[src/sv/cbe_pkg.sv]
// Shared types and constants for the cubic Bezier point evaluator.
package cbe_pkg;

  // Curve parameter t: unsigned with 16 fraction bits, one integer bit for 1.0.
  localparam int T_FRAC = 16;
  localparam int T_W    = T_FRAC + 1;
  localparam logic [T_W-1:0] T_ONE = 17'h10000;

  // Squares of t and u, and the Bernstein weights with 48 fraction bits.
  localparam int SQ_W      = 2 * T_W;
  localparam int W_W       = 3 * T_FRAC + 1;
  localparam int W_LO_W    = 24;
  localparam int W_HI_W    = W_W - W_LO_W;
  localparam int ACC_SHIFT = 3 * T_FRAC;

  // Long division of the sample index: quotient bits per pipeline stage.
  localparam int DIV_STAGES = 4;
  localparam int DIV_STEPS  = T_FRAC / DIV_STAGES;

  // Configuration port.
  localparam int CFG_W     = 48;
  localparam int CFG_IDX_W = 3;
  localparam int CNT_W     = 16;
  localparam int NUM_CP    = 4;
  localparam int CP_SEL_W  = 2;
  localparam int NUM_AXES  = 3;

  localparam logic [CFG_IDX_W-1:0] REG_CP0   = 3'd0;
  localparam logic [CFG_IDX_W-1:0] REG_CP1   = 3'd1;
  localparam logic [CFG_IDX_W-1:0] REG_CP2   = 3'd2;
  localparam logic [CFG_IDX_W-1:0] REG_CP3   = 3'd3;
  localparam logic [CFG_IDX_W-1:0] REG_COUNT = 3'd4;

  localparam logic [CNT_W-1:0] COUNT_RESET = 16'd2;

  // How t is formed for one sample.
  typedef enum logic [1:0] {
    TMODE_ZERO,
    TMODE_ONE,
    TMODE_DIV
  } tmode_t;

  typedef logic [NUM_CP-1:0][CFG_W-1:0] cp_set_t;

  // Word leaving the parameter stages.
  typedef struct packed {
    logic           valid;
    logic [T_W-1:0] t;
    logic [T_W-1:0] u;
  } tparam_word_t;

  // Word leaving the weight stages.
  typedef struct packed {
    logic                       valid;
    logic [NUM_CP-1:0][W_W-1:0] w;
  } weights_word_t;

endpackage

[src/sv/cbe_tparam.sv]
// Parameter stages: maps a sample index to t and 1-t through a pipelined divider.
module cbe_tparam #(
  parameter int INDEX_BITS = 16
) (
  input  logic                     clk,
  input  logic                     rst_n,
  input  logic                     in_valid,
  output logic                     in_stall,
  input  logic [INDEX_BITS-1:0]    in_index,
  input  logic [INDEX_BITS-1:0]    count_div,
  input  logic                     count_small,
  output cbe_pkg::tparam_word_t    out_word,
  input  logic                     out_stall
);

  localparam int NST = cbe_pkg::DIV_STAGES + 2;

  logic [NST-1:0] vld_r;
  logic [NST-1:0] en;

  logic [INDEX_BITS-1:0]        rem_r  [cbe_pkg::DIV_STAGES+1];
  logic [cbe_pkg::T_FRAC-1:0]   quo_r  [cbe_pkg::DIV_STAGES+1];
  cbe_pkg::tmode_t              mode_r [cbe_pkg::DIV_STAGES+1];
  cbe_pkg::tmode_t              mode_nxt;

  logic [cbe_pkg::T_W-1:0] t_r, u_r;
  logic [cbe_pkg::T_W-1:0] t_nxt, u_nxt;
  logic [INDEX_BITS:0]     round_sum;
  logic                    round_up;

  // A stage moves when it is empty or the stage after it moves.
  always_comb begin
    en[NST-1] = !vld_r[NST-1] || !out_stall;
    for (int k = NST - 2; k >= 0; k--) begin
      en[k] = !vld_r[k] || en[k+1];
    end
  end

  assign in_stall = !en[0];

  always_ff @(posedge clk) begin
    if (!rst_n) begin
      vld_r <= '0;
    end else begin
      if (en[0]) begin
        vld_r[0] <= in_valid;
      end
      for (int k = 1; k < NST; k++) begin
        if (en[k]) begin
          vld_r[k] <= vld_r[k-1];
        end
      end
    end
  end

  // Entry stage: sort out the degenerate counts and the saturated indexes.
  always_comb begin
    if (count_small) begin
      mode_nxt = cbe_pkg::TMODE_ZERO;
    end else if (in_index >= count_div) begin
      mode_nxt = cbe_pkg::TMODE_ONE;
    end else begin
      mode_nxt = cbe_pkg::TMODE_DIV;
    end
  end

  always_ff @(posedge clk) begin
    if (en[0]) begin
      rem_r[0]  <= in_index;
      quo_r[0]  <= '0;
      mode_r[0] <= mode_nxt;
    end
  end

  // Restoring division of index * 2^16 by count-1, a few quotient bits per stage.
  for (genvar s = 0; s < cbe_pkg::DIV_STAGES; s++) begin : g_div
    logic [INDEX_BITS-1:0]      rem_nxt;
    logic [cbe_pkg::T_FRAC-1:0] quo_nxt;

    always_comb begin
      logic [INDEX_BITS:0] dbl;
      rem_nxt = rem_r[s];
      quo_nxt = quo_r[s];
      for (int b = 0; b < cbe_pkg::DIV_STEPS; b++) begin
        dbl = {rem_nxt, 1'b0};
        if (dbl >= {1'b0, count_div}) begin
          dbl     = dbl - {1'b0, count_div};
          quo_nxt = {quo_nxt[cbe_pkg::T_FRAC-2:0], 1'b1};
        end else begin
          quo_nxt = {quo_nxt[cbe_pkg::T_FRAC-2:0], 1'b0};
        end
        rem_nxt = dbl[INDEX_BITS-1:0];
      end
    end

    always_ff @(posedge clk) begin
      if (en[s+1]) begin
        rem_r[s+1]  <= rem_nxt;
        quo_r[s+1]  <= quo_nxt;
        mode_r[s+1] <= mode_r[s];
      end
    end
  end

  // Round half up: the quotient grows by one when remainder plus half the
  // divisor reaches the divisor.
  assign round_sum = {1'b0, rem_r[cbe_pkg::DIV_STAGES]} + {2'b00, count_div[INDEX_BITS-1:1]};
  assign round_up  = round_sum >= {1'b0, count_div};

  always_comb begin
    case (mode_r[cbe_pkg::DIV_STAGES])
      cbe_pkg::TMODE_ZERO: t_nxt = '0;
      cbe_pkg::TMODE_ONE:  t_nxt = cbe_pkg::T_ONE;
      cbe_pkg::TMODE_DIV:  t_nxt = {1'b0, quo_r[cbe_pkg::DIV_STAGES]}
                                   + cbe_pkg::T_W'(round_up);
      default:             t_nxt = '0;
    endcase
    u_nxt = cbe_pkg::T_ONE - t_nxt;
  end

  always_ff @(posedge clk) begin
    if (en[NST-1]) begin
      t_r <= t_nxt;
      u_r <= u_nxt;
    end
  end

  assign out_word.valid = vld_r[NST-1];
  assign out_word.t     = t_r;
  assign out_word.u     = u_r;

endmodule

[config.mk]
export PLATFORM = sky130hd
export DESIGN_NAME = cbe_tparam
export DESIGN_NICKNAME = d
export VERILOG_FILES = /design/src/sv/cbe_pkg.sv /design/src/sv/cbe_tparam.sv
export SDC_FILE = /design/constraint.sdc
export NUM_CORES = 1
export LEC_CHECK = 0
export BUFFER_PORTS_ARGS = -buffer_cell sky130_fd_sc_hd__buf_2
export CORE_UTILIZATION = 65
export CTS_CLUSTER_SIZE = 12
export DETAILED_ROUTE_END_ITERATION = 10
export GPL_TIMING_DRIVEN = 0
export PLACE_DENSITY = 0.94
export SKIP_LAST_GASP = 1
export SLEW_MARGIN = 15
export SYNTH_ARGS = -nofsm -noshare
export SYNTH_HDL_FRONTEND = slang
export SYNTH_SLANG_ARGS = --single-unit
export TNS_END_PERCENT = 30
[constraint.sdc]
create_clock -name clk -period 34.4 [get_ports clk]
set_input_delay 1.72 -clock clk [delete_from_list [all_inputs] [get_ports clk]]
set_output_delay 1.72 -clock clk [all_outputs]
set_load 0.02 [all_outputs]
# [Yosys cells after proc, flatten, opt, wreduce, memory -nomap -nowiden]
# Memory sizes are Yosys's and may differ from the RTL's.
# Index checks and enable logic that the tools add are counted.
[totals] inputBits=37 ramBits=170 mem_count=3 out_inout_bits=36 register_bits=40
[op_classes] eq_ne=2 n_reduce_logical=14 add_sub_neg=19 magnitude_cmp=18 mux=45
[memory_table] memory="quo_r" words=5 width=16 read_ports=5 rd_clocked_by_memory_dff=0 write_ports=5 line_no="cbe_tparam.sv:22" source="logic [cbe_pkg::T_FRAC-1:0] quo_r [cbe_pkg::DIV_STAGES+1];"
[memory_table] memory="rem_r" words=5 width=16 read_ports=5 rd_clocked_by_memory_dff=0 write_ports=5 line_no="cbe_tparam.sv:21" source="logic [INDEX_BITS-1:0] rem_r [cbe_pkg::DIV_STAGES+1];"
[memory_table] memory="mode_r" words=5 width=2 read_ports=5 rd_clocked_by_memory_dff=0 write_ports=5 line_no="cbe_tparam.sv:23" source="cbe_pkg::tmode_t mode_r [cbe_pkg::DIV_STAGES+1];"
[ops] operator=">= comparator 17 x 16 -> 1 bit" n=17
[ops] operator="2-to-1 mux 16 bit" n=16
[ops] operator="subtractor 16 bit" n=16
[ops] operator="one-hot mux 17 bit (2 select lines)" n=1
[ops] operator="2-to-1 mux 1 bit" n=26
[ops] operator="adder 16 x 1 -> 17 bit" n=1
[ops] operator="adder 16 x 15 -> 17 bit" n=1
[ops] operator="subtractor 17 bit (first input constant)" n=1
[ops] operator=">= comparator 16 bit" n=1
[ops] operator="logical NOT 1 bit" n=8
[ops] operator="logical OR 1 bit" n=6
[ops] operator="2-to-1 mux 2 bit" n=2
[ops] operator="== test 2 x 1 -> 1 bit (second input constant)" n=1
[ops] operator="== test 2 bit (second input constant)" n=1

# [Depth between registers and ports, before layout]
[depth] depth_word=9 ltp_mapped=52 ltp_nobuf=44

# [Worst setup path after synthesis]
# Ideal clock, no wire load.
[synth_timing] path_kind="input to register" startpoint="input port count_div[0]" endpoint="memory rem_r[3][13], in the netlist rem_r[0][61] (data pin)" slack_ns=22.082 arrival_time_ns=12.058 path_stages=48 path_cell_list="buf_4 -> buf_2 -> buf_1 -> inv_1 -> clkbuf_1 -> clkbuf_1 -> ha_1 -> nand4_1 -> o21ai_0 -> o311ai_0 -> o211a_1 -> buf_2 -> inv_1 -> clkbuf_1 -> buf_1 -> mux2i_1 -> inv_1 -> ha_1 -> [... 12 more ...] -> o211ai_1 -> a31o_2 -> a21oi_1 -> nor2b_1 -> a211o_1 -> clkbuf_1 -> mux2_2 -> ha_1 -> o21ai_0 -> a21boi_1 -> o41a_1 -> a41o_1 -> o41ai_1 -> o21ai_0 -> a2111oi_0 -> a21oi_2 -> buf_2 -> mux2_2"
[synth_lines] element="start: declaration" line_no="cbe_tparam.sv:10" source="input logic [INDEX_BITS-1:0] count_div,"
[synth_lines] element="end: declaration" line_no="cbe_tparam.sv:21"

==> results.py <==
metrics = {
    "detailed_routing": {
        "dr.pass1.iters": 8,
        "drt_iter0_drc": 2355,
        "dr_wl_met3_um": 5910,
        "topRoutingLayerUsed": "met4",
        "wl_met2_um": 27400,
        "route.vias.total": 20000,
        "vias_per_cell": 6.82,
        "antenna_left": 0,
        "wl_per_cell_um": 20.8,
        "wl_um": 60800,
        "drc": 0,
        "wl_met1_um": 23700,
    },
    "worst_hold_path": {
        "hold_path.class": "flop to flop",
    },
    "final_layout": {
        "design_area_mm2": 0.0227,
        "final_layout_size_suffix_gt1_share_pct": 11.8,
        "fill_cells": 2319,
        "syn2layout_area_growth_pct": 7.33,
        "antenna_cells": 0,
        "multi_input_area_mm2": 0.0155,
        "nets": 2818,
        "regArea_mm2": 0.00501,
        "fin_cells": 2928,
        "fin_util_pct": 71.4,
    },
    "yosys": {
        "avgSynthCellArea_um2": 8.86,
        "syn_inst": 2389,
        "synthDominantCellAreaShare_pct": 23.1,
        "synth_commonest_cells": "296 x ha_1, 222 x a21oi_1, 199 x nor2_1",
        "synth_cell_types": 86,
        "synth_edf_count": 163,
        "ys_top_cells_by_area": "edfxtp_1 23%, ha_1 18%, mux2_2 6.0%",
        "netlist_area_mm2": 0.0212,
        "syn_nets": 2727,
        "yosysMostFrequentCell": "ha_1",
        "yosys.area.top_type": "edfxtp_1",
        "async_flop_share_pct": 0,
        "ys_ff_latch": 169,
        "seq_area_frac_synth_pct": 23.7,
        "ys_warn_count": 0,
        "synth_top_flop_cell": "edfxtp_1",
    },
    "clock_tree": {
        "root_buffer": "clkbuf_16",
        "cts_setup_buffers": 0,
        "cts_buffer_depth": 2,
        "cts_hold_buf": 0,
        "cts.sink_count": 169,
        "cts.repair.resized": 0,
        "clkTransAtPathRegs_ps": 70,
        "htree_num_levels": 4,
        "clk-insertion-delay-late_ps": 460,
        "cts_tree": "built",
        "cts_buffers": 17,
    },
    "placed_design": {
        "dp.cells": 2896,
        "place_congestion": 0.989,
        "place_area_mm2": 0.0221,
        "numPortBuffers": 72,
        "hpwlAfterDp_um": 44500,
    },
    "critical_path": {
        "critPathLaunchType": "input pin",
        "arrival_ps": 16620,
        "cp_max_fo": 17,
        "cpPeakStageDelay_ps": 700,
        "cp-end-kind": "flop",
        "critPathKind": "input pin to flop",
        "required_ps": 34610,
        "worst_path_max_delay_cell": "o311ai_0",
    },
    "global_route": {
        "grt_pass1_vias": 19200,
        "grtUsageTotal_pct": 36.2,
        "antenna_found_initial": 1,
        "grt_pass1_wl_um": 95700,
        "grt_max_degree": 35,
        "grt_overflow_total": 0,
    },
    "die": {
        "io_pins": 73,
        "rows": 65,
        "core_area_mm2": 0.0318,
        "die_area_mm2": 0.0333,
        "initial_core_util_pct": 66.5,
        "dieWidth_um": 182,
        "fp.dieH_um": 182,
    },
    "timing": {
        "slew_viol_final": 0,
        "relSlewSlack_pct": 10.5,
        "hold_viol_final": 0,
        "min_period_ps": 16410,
        "finalSetupTns_ps": 0,
        "finalClockSkew_ps": 9.48,
        "rsz0062_at_grt": "no",
        "finalCritPeriodShare_pct": 47.7,
        "setup_viol": 0,
        "max_freq_mhz": 60.9,
        "worst_pin_slew_ps": 1340,
    },
    "job": {
        "max_cap_viol_count": 0,
    },
    "run_status": {
        "status": "finished, final reports clean",
    },
}
flip-flops by register name, indices dropped and copies added, names as in the netlist:
register / flops
quo_r: 40
u_r: 16
vld_r: 6
mode_r: 10
rem_r: 80
t_r: 17
final cells by class:
type                    instances  area share [%]
plain buffers                  48            1.02
clock buffers                  18            1.89
clock inverters                14           0.926
inverters                     112            1.87
multi-input cells            2060            68.2
flip-flops and latches        169            22.1
well taps                     435            2.40
repair buffers                 72            1.59
critical path, delay by kind of cell:
kind / cells / cell delay (ps)
AOI/OAI and AO/OA: 22 / 6310
buffers and inverters: 15 / 4950
adders and majority gates: 4 / 1430
and+or+nand+nor: 8 / 1410
muxes: 2 / 730
path summary, 6_finish.rpt:
path	from	to	slack (ps)	depth (start not counted)
setup reg to reg	rem_r[0][39]	rem_r[0][61]	21240	45
setup / recovery	count_div[0]	rem_r[0][61]	17990	51
hold / removal	quo_r[0][39]	quo_r[0][59]	410	0
hold reg to reg	quo_r[0][39]	quo_r[0][59]	410	0
kinds of logic after synthesis:
kind of cell             share of synthesized area [%]
XOR/XNOR                                          9.48
adder cells (fa/ha/maj)                           18.0
AND/OR/NAND/NOR                                   14.5
buffers and inverters                             3.10
multiplexers                                      8.10
AO/OA/AOI/OAI                                     23.1
flip-flops                                        23.7
stage by stage:
stage	hold WS, ps	setup WS, ps
floorplan	400	22080
global placement	402	18400
detailed placement	405	18030
CTS	415	18370
global route	421	17600
finish	414	17990
routing by layer:
layer / GRT usage, % / vias up
met4: 22.5 / 0
met5: 0.148 / -
met2: 58.8 / 1194
met3: 7.80 / 294
met1: 43.9 / 9284
li1: - / 9193
cells in the final DEF (no fill, tap or decap), types with 36 or more instances in the layout:
cell      Yosys  final
o21a_1       56     56
o21ai_0     134    134
mux2_2      113    113
edfxtp_1    163    163
nand4_1      36     36
a21o_1       93     93
buf_2         7     79
inv_1       107     99
nor2_1      199    199
xor2_1       86     86
xnor2_1     143    143
nor3_1       46     46
nand3_1      58     58
nand2_1     132    130
o21bai_1     36     36
ha_1        296    296
a21oi_1     222    222
Power is not shown: default switching activity piles up to over one toggle a cycle in this logic, so the estimate is an artifact.
